### src/sv/pmt_pkg.sv
package pmt_pkg;

   localparam int MAX_SCREEN  = 4096;
   localparam int BOUND_LIMIT = (MAX_SCREEN < 4096) ? MAX_SCREEN : 4096;
   localparam logic [12:0] BOUND_MAX = 13'(BOUND_LIMIT);
   localparam logic [12:0] BOUND_MIN = 13'd1;

   localparam logic [1:0] KIND_BYTE    = 2'd0;
   localparam logic [1:0] KIND_MOVE    = 2'd1;
   localparam logic [1:0] KIND_INSTALL = 2'd2;

   localparam logic [1:0] CSR_WIDTH  = 2'd0;
   localparam logic [1:0] CSR_HEIGHT = 2'd1;
   localparam logic [1:0] CSR_SENS   = 2'd2;

   localparam logic [1:0] SENS_HALF   = 2'd0;
   localparam logic [1:0] SENS_NORMAL = 2'd1;

   localparam logic [12:0] WIDTH_RESET  = 13'd640;
   localparam logic [12:0] HEIGHT_RESET = 13'd480;

   localparam int QUEUE_DEPTH = 2;

   typedef enum logic [1:0] {
      OP_HOLD,
      OP_MOVE,
      OP_CENTER
   } op_type;

   typedef struct packed {
      op_type             op;
      logic signed [12:0] dx;
      logic signed [12:0] dy;
      logic [4:0]         buttons;
      logic               installed;
   } cmd_type;

   function automatic logic [12:0] eff_bound(logic [12:0] size);
      logic [12:0] b;
      if (size < BOUND_MIN) begin
         b = BOUND_MIN;
      end else if (size > BOUND_MAX) begin
         b = BOUND_MAX;
      end else begin
         b = size;
      end
      return b;
   endfunction

endpackage

### src/sv/pmt_front.sv
module pmt_front (
   input  logic              clock,
   input  logic              reset,
   input  logic              req_valid,
   output logic              req_ready,
   input  logic [1:0]        req_kind,
   input  logic [7:0]        req_data_byte,
   input  logic signed [12:0] req_move_x,
   input  logic signed [12:0] req_move_y,
   input  logic [4:0]        req_button_bits,
   input  logic [1:0]        sensitivity,
   input  logic              q_full,
   output logic              q_push,
   output pmt_pkg::cmd_type  q_cmd
);
   import pmt_pkg::*;

   logic [1:0] byte_index_ff, byte_index_in;
   logic [7:0] header_ff, header_in;
   logic [7:0] delta_x_ff, delta_x_in;
   logic       tracking_ff, tracking_in;
   logic       accept;
   cmd_type    cmd;

   function automatic logic signed [12:0] accel(logic signed [8:0] d, logic [1:0] sens);
      logic [8:0]         mag;
      logic [1:0]         sh;
      logic signed [12:0] ext;
      mag = d[8] ? 9'(-d) : 9'(d);
      if (mag >= 9'd6) begin
         sh = 2'd2;
      end else if (mag >= 9'd3) begin
         sh = 2'd1;
      end else begin
         sh = 2'd0;
      end
      if (sens == SENS_HALF) begin
         sh = (sh == 2'd0) ? 2'd0 : sh - 2'd1;
      end else if (sens != SENS_NORMAL) begin
         sh = sh + 2'd1;
      end
      ext = {{4{d[8]}}, d};
      return ext <<< sh;
   endfunction

   assign req_ready = !q_full;
   assign accept    = req_valid && req_ready;
   assign q_push    = accept;
   assign q_cmd     = cmd;

   always_comb begin
      byte_index_in = byte_index_ff;
      header_in     = header_ff;
      delta_x_in    = delta_x_ff;
      tracking_in   = tracking_ff;
      cmd.op        = OP_HOLD;
      cmd.dx        = '0;
      cmd.dy        = '0;
      cmd.buttons   = '0;
      case (req_kind)
         KIND_BYTE: begin
            if (tracking_ff) begin
               case (byte_index_ff)
                  2'd0: begin
                     if (req_data_byte[3]) begin
                        header_in     = req_data_byte;
                        byte_index_in = 2'd1;
                     end
                  end
                  2'd1: begin
                     delta_x_in    = req_data_byte;
                     byte_index_in = 2'd2;
                  end
                  default: begin
                     byte_index_in = 2'd0;
                     if (header_ff[7:6] == 2'b00) begin
                        cmd.op      = OP_MOVE;
                        cmd.dx      = accel({header_ff[4], delta_x_ff}, sensitivity);
                        cmd.dy      = -accel({header_ff[5], req_data_byte}, sensitivity);
                        cmd.buttons = {2'b00, header_ff[2:0]};
                     end
                  end
               endcase
            end
         end
         KIND_MOVE: begin
            cmd.op      = OP_MOVE;
            cmd.dx      = req_move_x;
            cmd.dy      = req_move_y;
            cmd.buttons = req_button_bits;
            tracking_in = 1'b1;
         end
         KIND_INSTALL: begin
            cmd.op        = OP_CENTER;
            byte_index_in = 2'd0;
            tracking_in   = 1'b1;
         end
         default: begin
            cmd.op = OP_HOLD;
         end
      endcase
      cmd.installed = tracking_in;
   end

   always_ff @(posedge clock) begin
      if (reset) begin
         byte_index_ff <= '0;
         header_ff     <= '0;
         delta_x_ff    <= '0;
         tracking_ff   <= 1'b0;
      end else if (accept) begin
         byte_index_ff <= byte_index_in;
         header_ff     <= header_in;
         delta_x_ff    <= delta_x_in;
         tracking_ff   <= tracking_in;
      end
   end

endmodule

### src/sv/pmt_queue.sv
module pmt_queue (
   input  logic             clock,
   input  logic             reset,
   input  logic             push,
   input  pmt_pkg::cmd_type push_cmd,
   output logic             full,
   output logic             head_valid,
   output pmt_pkg::cmd_type head_cmd,
   input  logic             pop
);
   import pmt_pkg::*;

   localparam int PTR_W = (QUEUE_DEPTH > 1) ? $clog2(QUEUE_DEPTH) : 1;
   localparam int CNT_W = $clog2(QUEUE_DEPTH + 1);

   cmd_type           entry_ff [QUEUE_DEPTH];
   logic [PTR_W-1:0]  wr_ptr_ff;
   logic [PTR_W-1:0]  rd_ptr_ff;
   logic [CNT_W-1:0]  count_ff;
   logic              do_push;
   logic              do_pop;

   assign full       = (count_ff == CNT_W'(QUEUE_DEPTH));
   assign head_valid = (count_ff != '0);
   assign head_cmd   = entry_ff[rd_ptr_ff];
   assign do_push    = push && !full;
   assign do_pop     = pop && head_valid;

   function automatic logic [PTR_W-1:0] next_ptr(logic [PTR_W-1:0] p);
      return (p == PTR_W'(QUEUE_DEPTH - 1)) ? '0 : p + PTR_W'(1);
   endfunction

   always_ff @(posedge clock) begin
      if (do_push) begin
         entry_ff[wr_ptr_ff] <= push_cmd;
      end
   end

   always_ff @(posedge clock) begin
      if (reset) begin
         wr_ptr_ff <= '0;
         rd_ptr_ff <= '0;
         count_ff  <= '0;
      end else begin
         if (do_push) begin
            wr_ptr_ff <= next_ptr(wr_ptr_ff);
         end
         if (do_pop) begin
            rd_ptr_ff <= next_ptr(rd_ptr_ff);
         end
         if (do_push && !do_pop) begin
            count_ff <= count_ff + CNT_W'(1);
         end else if (do_pop && !do_push) begin
            count_ff <= count_ff - CNT_W'(1);
         end
      end
   end

endmodule

### src/sv/pmt_back.sv
module pmt_back (
   input  logic             clock,
   input  logic             reset,
   input  logic             head_valid,
   input  pmt_pkg::cmd_type head_cmd,
   output logic             pop,
   input  logic [12:0]      bound_x,
   input  logic [12:0]      bound_y,
   output logic             rsp_valid,
   input  logic             rsp_ready,
   output logic [11:0]      rsp_pos_x,
   output logic [11:0]      rsp_pos_y,
   output logic [4:0]       rsp_buttons,
   output logic             rsp_changed,
   output logic             rsp_installed
);
   import pmt_pkg::*;

   logic [11:0] cursor_x_ff, cursor_x_in;
   logic [11:0] cursor_y_ff, cursor_y_in;
   logic [4:0]  buttons_ff, buttons_in;
   logic        changed_ff, changed_in;
   logic        installed_ff;
   logic        rsp_valid_ff;

   function automatic logic [11:0] clamp(logic [11:0] pos, logic signed [12:0] d,
                                         logic [12:0] bound);
      logic signed [14:0] s;
      logic [11:0]        r;
      s = $signed({3'b000, pos}) + {{2{d[12]}}, d};
      if (s < 0) begin
         r = '0;
      end else if (s >= $signed({2'b00, bound})) begin
         r = 12'(bound - 13'd1);
      end else begin
         r = s[11:0];
      end
      return r;
   endfunction

   assign pop = head_valid && (!rsp_valid_ff || rsp_ready);

   always_comb begin
      cursor_x_in = cursor_x_ff;
      cursor_y_in = cursor_y_ff;
      buttons_in  = buttons_ff;
      changed_in  = 1'b0;
      case (head_cmd.op)
         OP_MOVE: begin
            cursor_x_in = clamp(cursor_x_ff, head_cmd.dx, bound_x);
            cursor_y_in = clamp(cursor_y_ff, head_cmd.dy, bound_y);
            buttons_in  = head_cmd.buttons;
            changed_in  = 1'b1;
         end
         OP_CENTER: begin
            cursor_x_in = bound_x[12:1];
            cursor_y_in = bound_y[12:1];
            buttons_in  = '0;
         end
         default: begin
            changed_in = 1'b0;
         end
      endcase
   end

   always_ff @(posedge clock) begin
      if (reset) begin
         cursor_x_ff  <= '0;
         cursor_y_ff  <= '0;
         buttons_ff   <= '0;
         changed_ff   <= 1'b0;
         installed_ff <= 1'b0;
         rsp_valid_ff <= 1'b0;
      end else if (pop) begin
         cursor_x_ff  <= cursor_x_in;
         cursor_y_ff  <= cursor_y_in;
         buttons_ff   <= buttons_in;
         changed_ff   <= changed_in;
         installed_ff <= head_cmd.installed;
         rsp_valid_ff <= 1'b1;
      end else if (rsp_ready) begin
         rsp_valid_ff <= 1'b0;
      end
   end

   assign rsp_valid     = rsp_valid_ff;
   assign rsp_pos_x     = cursor_x_ff;
   assign rsp_pos_y     = cursor_y_ff;
   assign rsp_buttons   = buttons_ff;
   assign rsp_changed   = changed_ff;
   assign rsp_installed = installed_ff;

endmodule

### src/sv/ps2_mouse_packet_tracker.sv
// Channel   Handshake               Payload
// req       req_valid / req_ready   kind, data_byte, move_x, move_y, button_bits
// rsp       rsp_valid / rsp_ready   pos_x, pos_y, buttons, changed, installed
// csr       csr_valid / csr_ready   csr_index, csr_data (always ready)
//
// One transaction per cycle sustained while rsp_ready stays high; the front decodes
// and accelerates in the accept cycle and the queue registers the command, then the
// back clamps and loads the output register when it pops that command.
// A two-entry command queue decouples the sides; req_ready drops only when it is full.
// Synchronous reset clears packet sync, cursor, buttons and the install flag.
module ps2_mouse_packet_tracker (
   input  logic              clock,
   input  logic              reset,
   input  logic              req_valid,
   output logic              req_ready,
   input  logic [1:0]        req_kind,
   input  logic [7:0]        req_data_byte,
   input  logic signed [12:0] req_move_x,
   input  logic signed [12:0] req_move_y,
   input  logic [4:0]        req_button_bits,
   output logic              rsp_valid,
   input  logic              rsp_ready,
   output logic [11:0]       rsp_pos_x,
   output logic [11:0]       rsp_pos_y,
   output logic [4:0]        rsp_buttons,
   output logic              rsp_changed,
   output logic              rsp_installed,
   input  logic              csr_valid,
   output logic              csr_ready,
   input  logic [1:0]        csr_index,
   input  logic [12:0]       csr_data
);
   import pmt_pkg::*;

   logic [12:0] width_ff;
   logic [12:0] height_ff;
   logic [1:0]  sens_ff;
   logic [12:0] bound_x;
   logic [12:0] bound_y;
   logic        q_full;
   logic        q_push;
   logic        q_head_valid;
   logic        q_pop;
   cmd_type     q_push_cmd;
   cmd_type     q_head_cmd;

   assign csr_ready = 1'b1;

   always_ff @(posedge clock) begin
      if (reset) begin
         width_ff  <= WIDTH_RESET;
         height_ff <= HEIGHT_RESET;
         sens_ff   <= SENS_NORMAL;
      end else if (csr_valid && csr_ready) begin
         case (csr_index)
            CSR_WIDTH:  width_ff  <= csr_data;
            CSR_HEIGHT: height_ff <= csr_data;
            CSR_SENS:   sens_ff   <= csr_data[1:0];
            default:    sens_ff   <= sens_ff;
         endcase
      end
   end

   assign bound_x = eff_bound(width_ff);
   assign bound_y = eff_bound(height_ff);

   pmt_front u_front (
      .clock           (clock),
      .reset           (reset),
      .req_valid       (req_valid),
      .req_ready       (req_ready),
      .req_kind        (req_kind),
      .req_data_byte   (req_data_byte),
      .req_move_x      (req_move_x),
      .req_move_y      (req_move_y),
      .req_button_bits (req_button_bits),
      .sensitivity     (sens_ff),
      .q_full          (q_full),
      .q_push          (q_push),
      .q_cmd           (q_push_cmd)
   );

   pmt_queue u_queue (
      .clock      (clock),
      .reset      (reset),
      .push       (q_push),
      .push_cmd   (q_push_cmd),
      .full       (q_full),
      .head_valid (q_head_valid),
      .head_cmd   (q_head_cmd),
      .pop        (q_pop)
   );

   pmt_back u_back (
      .clock         (clock),
      .reset         (reset),
      .head_valid    (q_head_valid),
      .head_cmd      (q_head_cmd),
      .pop           (q_pop),
      .bound_x       (bound_x),
      .bound_y       (bound_y),
      .rsp_valid     (rsp_valid),
      .rsp_ready     (rsp_ready),
      .rsp_pos_x     (rsp_pos_x),
      .rsp_pos_y     (rsp_pos_y),
      .rsp_buttons   (rsp_buttons),
      .rsp_changed   (rsp_changed),
      .rsp_installed (rsp_installed)
   );

`ifndef ASSERT_OFF
   a_changed_x_in_bounds: assert property (@(posedge clock) disable iff (reset)
      rsp_valid && rsp_changed |-> {1'b0, rsp_pos_x} < bound_x)
      else $error("updated x lies outside the screen");

   a_changed_y_in_bounds: assert property (@(posedge clock) disable iff (reset)
      rsp_valid && rsp_changed |-> {1'b0, rsp_pos_y} < bound_y)
      else $error("updated y lies outside the screen");

   a_installed_sticky: assert property (@(posedge clock) disable iff (reset)
      rsp_valid && rsp_installed |=> !rsp_valid || rsp_installed)
      else $error("install flag dropped without reset");

   a_queue_pop_has_data: assert property (@(posedge clock) disable iff (reset)
      q_pop |-> q_head_valid)
      else $error("back side popped an empty queue");
`endif

endmodule

### config.mk
export PLATFORM = sky130hd
export DESIGN_NAME = ps2_mouse_packet_tracker
export DESIGN_NICKNAME = d
export VERILOG_FILES = /design/src/sv/pmt_pkg.sv /design/src/sv/pmt_front.sv /design/src/sv/pmt_queue.sv /design/src/sv/pmt_back.sv /design/src/sv/ps2_mouse_packet_tracker.sv
export SDC_FILE = /design/constraint.sdc
export NUM_CORES = 1
export LEC_CHECK = 0
export BUFFER_PORTS_ARGS = -buffer_cell sky130_fd_sc_hd__buf_2
export CAP_MARGIN = 20
export CORE_MARGIN = 3
export CORE_UTILIZATION = 45
export DETAILED_ROUTE_END_ITERATION = 7
export GPL_ROUTABILITY_DRIVEN = 0
export GPL_TIMING_DRIVEN = 0
export PLACE_DENSITY = 0.61
export REMOVE_ABC_BUFFERS = 1
export SKIP_CTS_REPAIR_TIMING = 1
export SYNTH_ARGS = -nofsm -noshare
export SYNTH_HDL_FRONTEND = slang
export SYNTH_HIERARCHICAL = 1
export SYNTH_SLANG_ARGS = --single-unit
### constraint.sdc
create_clock -name clock -period 6.3 [get_ports clock]
set_clock_uncertainty 0.15 [all_clocks]
set_input_delay 1.26 -clock clock [delete_from_list [all_inputs] [get_ports clock]]
set_output_delay 1.26 -clock clock [all_outputs]
set_load 0.02 [all_outputs]
* Yosys cells after proc, flatten, opt, wreduce, memory -nomap -nowiden
Memory sizes are Yosys's and may differ from the RTL's. A register that Yosys moved wholly into a read port is not among the register bits. Cells that the tools add are included.
Word-level totals: RAM bits 68, memories 1, input port bits 61, register bits after elaboration 83
Memories:
- u_queue.entry_ff | depth 2, bits a word 34, rd ports 1, clocked after Yosys merged registers in 1, wr ports 1, RTL line pmt_queue.sv:16 | cmd_type entry_ff [QUEUE_DEPTH];
Operators by class: reductions and logical operators 32, $lt $le $gt $ge 12, multiplexer cells 60, eq/ne operators 11, shift operators 2, add/subtract/negate cells 15
Operators by type and width (number):
- 2-to-1 mux 33 bit | 2
- one-hot mux 31 bit (2 select lines) | 1
- 2-to-1 mux 2 bit | 28
- 2-to-1 mux 13 bit | 4
- 2-to-1 mux 12 bit | 4
- one-hot mux 12 bit (2 select lines) | 2
- 2-to-1 mux 32 bit | 1
- adder 13 x 13 -> 14 bit | 2
- greater-or-equal comparator 14 bit | 2
- < comparator 14 x 1 -> 1 bit (second input constant) | 2
- greater-than comparator 13 bit (second input constant) | 2
- < comparator 13 x 1 -> 1 bit (second input constant) | 2
- <<< shifter 9 x 2 -> 13 bit | 2
- subtractor 12 x 1 -> 12 bit (second input constant) | 2
- greater-or-equal comparator 9 x 2 -> 1 bit (second input constant) | 2
- greater-or-equal comparator 9 x 3 -> 1 bit (second input constant) | 2
- 2-to-1 mux 9 bit | 2
- negator 9 bit | 2
- zero test 2 bit | 7
- negator 13 bit | 1
- 2-to-1 mux 1 bit | 12
- one-hot mux 5 bit (2 select lines) | 1
- nonzero test 2 bit | 5
- equality test 2 x 1 -> 1 bit (second input constant) | 4
- 15 further kinds | 38

* Longest topological paths before layout
word-level depth 22, depth in mapped cells 21

* By module
Netlist, hierarchy kept.
By module, submodules not included:
- pmt_back | times used 1, area each 3741.1 um2, cells each 471
- pmt_queue | times used 1, area each 2667.6 um2, cells each 131
- pmt_front | times used 1, area each 2658.8 um2, cells each 373
- ps2_mouse_packet_tracker | times used 1, area each 1237.4 um2, cells each 160

* Worst setup path after synthesis
No wires, ideal clock.
kind input -> register, start in req_data_byte[1], end mem u_queue/entry_ff[0][14] (netlist bit) (data pin), path buffers 4, stages 19, slack 1.332 ns, library setup time 0.270 ns, arrival time 4.549 ns, cells stage by stage clkbuf_1 -> inv_1 -> ha_1 -> buf_2 -> nand3b_1 -> a2111oi_4 -> o211ai_1 -> nand3_2 -> o21ai_1 -> and2_1 -> clkbuf_1 -> buf_2 -> nand3_1 -> ha_1 -> nand2_1 -> a211o_1 -> or3_1 -> xnor2_1 -> o21ai_1
RTL lines:
- start, declared | RTL line ps2_mouse_packet_tracker.sv:17 | input logic [7:0] req_data_byte,
- end, declared | RTL line pmt_queue.sv:16

==> results.yml <==
min_path:
  worstHoldPathCells: 2
  hold_path_class: "register to register"
timing:
  report.final.slew_viol_count: 0
  fin_crit_ns: 5.87
  worstMarginPinSlew_ns: 1.07
  clock.fmax_mhz: 170
  period_share_pct: 93.2
  whs_ns: 0.304
  setup_violations: 0
  hold_violations: 0
  slew_headroom_pct: 28.8
  layout_setup_ws_ns: 0.426
  setup_tns_ns: 0
  rsz0062_at_grt: "false"
setup_path:
  end_kind: "register"
  critPathBufInv: 0
  cp.required_ns: 6.45
  crit_path_cell_trace: "mux2_2 -> ha_1 -> fa_1 -> a21oi_1 -> o22ai_1 -> o31a_1 -> o41ai_1 -> o21bai_1 -> a21oi_1 -> xnor2_1 -> ha_1 -> a2111o_1 -> o32ai_1 -> a31oi_2 -> mux2_2 -> a221oi_1 -> nor3_1"
  crit_path_max_incr_delay_ns: 0.86
  cp_top_family: "compound AO/OA/AOI/OAI gates"
  cp-start-kind: "register"
  cp_max_fo: 34
  reg2regPathDepth: 17
  crit_cells: 17
  cp.arrival_ns: 6.02
  cpMaxStageDelayCell: "dfxtp_2"
  critPathKind: "register to register"
cells_and_area:
  diodes: 0
  post-route-util_pct: 52.2
  final_common_cell: "nand2_1"
  final_cell_mix: "124 x nand2_1, 92 x buf_2, 86 x nor2_1"
  syn2layout_area_growth_pct: 12.3
  drive_above_1_share_pct: 18.7
  final_area_mm2: 0.0116
  layout.cells.non_filler: 1484
  fillers: 2091
  nets: 1316
clock_tree:
  cts_tree: "yes"
  clock_path_buffers: 2
  cts-root-buf: "clkbuf_16"
  cts_buffers: 17
  path_clk_slew_ns: 0.06
  cts.htree.levels: 4
  clkLatencyLatePin_ns: 0.43
  clkSinkCount: 151
die:
  dieHeight_um: 157
  core_area_mm2: 0.0222
  num_rows: 54
  dieArea_mm2: 0.0248
  initial_core_util_pct: 46.5
  io_pins: 95
  fp.dieW_um: 157
place:
  detailedPlace.worstSlack_ns: 0.469
  numPlacedInstances: 1451
  placed_area_mm2: 0.0109
  io_buffers: 93
  dp_hpwl_mm: 19.4
route:
  drtAntennaViolNets: 0
  wirelength_mm: 26.1
  drt-vias-per-instance: 5.72
  drc_errors: 0
  drt-initial-drc-count: 521
  drt-wirelength-per-cell_um: 17.6
  drt_pass1_iterations: 5
  vias: 8486
run:
  maxCapViolations: 0
grt:
  grt_pass1_vias: 8020
  grt_pass1_wl_mm: 42.0
  overflow: 0
  track_usage_pct: 21.4
  grt_max_degree: 64
  antenna_found_initial: 0
yosys:
  synth-seq-area-share_pct: 35.9
  async_flop_share_pct: 0
  netlist.area_leader.share_pct: 19.8
  yosys_warnings: 6
  synth.top_cells.by_area: "edfxtp_1 20%, dfxtp_1 16%, ha_1 7.5%"
  postSynthCellCount: 1135
  ys_types: 98
  ys_ff_latch: 151
  syn-cell-area_mm2: 0.0103
  yosysTopAreaCell: "edfxtp_1"
  synth_flop_cell: "dfxtp_1"
  avgSynthCellArea_um2: 9.08
  synth_edf_count: 68
power:
  total_power_mw: 5.15
  power.clock.fraction_pct: 20.6
  irDropWorstVdd_mv: 0.227
  power_frac_seq_pct: 26.8
  switching_share_pct: 42.3
  static-leakage-power_nw: 4.64
  internal_power_mw: 2.97
  p_comb_share_pct: 52.6
  power_density_mw_per_mm2: 445
  power.switching_mw: 2.18
outcome:
  outcome: "finished, final reports clean"
[logic make-up (layout without fill, tap and decap cells)]
kind of cell               Yosys count  count (layout)  synth area share [%]
DFF                                151             151                  35.9
other                                1               1                0.0364
xor gates and xnor gates            52              52                  4.42
muxes                               80              80                  8.49
buffers and inverters              119             188                  4.93
AOI/OAI and AO/OA                  269             269                  18.5
adders and majority gates           64              64                  7.92
and+or+nand+nor                    399             399                  19.7
[metal layers]
metal  GRT usage (%)  vias up  wire, µm
li1                -     4243         -
met1            29.2     4035     12400
met2            35.3      184     12300
met3            3.66       24      1040
met4            5.17        0       354
met5               0        -         0
[worst register-to-register path, delay by kind of cell, from the launching register on]
kind,cells,cell delay (ns)
xor+xnor,1,0.14
compound gates,10,2.83
fa+ha+maj,3,0.81
simple gates,1,0.09
mux,2,0.87
flops,1,0.86
[flip-flops by register name (all words and copies together) (netlist names), 2 cells and up, named ones only]
signal	cells
height_ff	13
sens_ff	2
u_back/rsp_buttons	5
u_back/rsp_pos_x	12
u_back/rsp_pos_y	12
u_front/byte_index_ff	2
u_front/delta_x_ff	8
u_front/header_ff	7
u_queue/count_ff	2
u_queue/entry_ff	68
width_ff	13
[power by group through the flow]
stage	Combinational [mW]	Clock [mW]	Sequential [mW]
after detailed placement	2.69	0	1.40
after global placement	2.63	0	1.40
final	2.71	1.06	1.38
after global routing	3.03	1.13	1.40
after CTS	2.70	1.09	1.38
after floorplan	1.93	0	1.45
[synthesized netlist by cell type, drive strengths merged, types with 14 or more instances]
cell type / instances
buf: 21
nor2b: 30
mux2: 44
inv: 57
nor3: 40
dfxtp: 83
edfxtp: 68
nand2: 126
nand3b: 14
clkbuf: 40
a211oi: 15
nor2: 89
o21ai: 46
a21oi: 79
xor2: 16
a22o: 14
nand3: 26
xnor2: 36
mux2i: 36
ha: 62
[final cells by class]
type                            count  area (µm²)  area share [%]
Multi-Input combinational cell    865        6110            52.8
Sequential cell                   151        3700            32.0
Timing Repair Buffer               98         573            4.95
Clock buffer                       17         425            3.68
Tap cell                          280         350            3.03
Inverter                           58         218            1.88
Clock inverter                     15         188            1.62
[final timing paths]
path,slack (ns),end,start
max,0.43,u_back/rsp_pos_x[3]$_SDFFE_PP0P_,register
min,0.30,u_back/rsp_installed$_SDFFE_PP0P_,u_back/rsp_installed$_SDFFE_PP0P_
max reg2reg,0.43,u_back/rsp_pos_x[3]$_SDFFE_PP0P_,register
min reg2reg,0.30,u_back/rsp_installed$_SDFFE_PP0P_,u_back/rsp_installed$_SDFFE_PP0P_
Note: power is estimated with default switching activity, not from simulation.
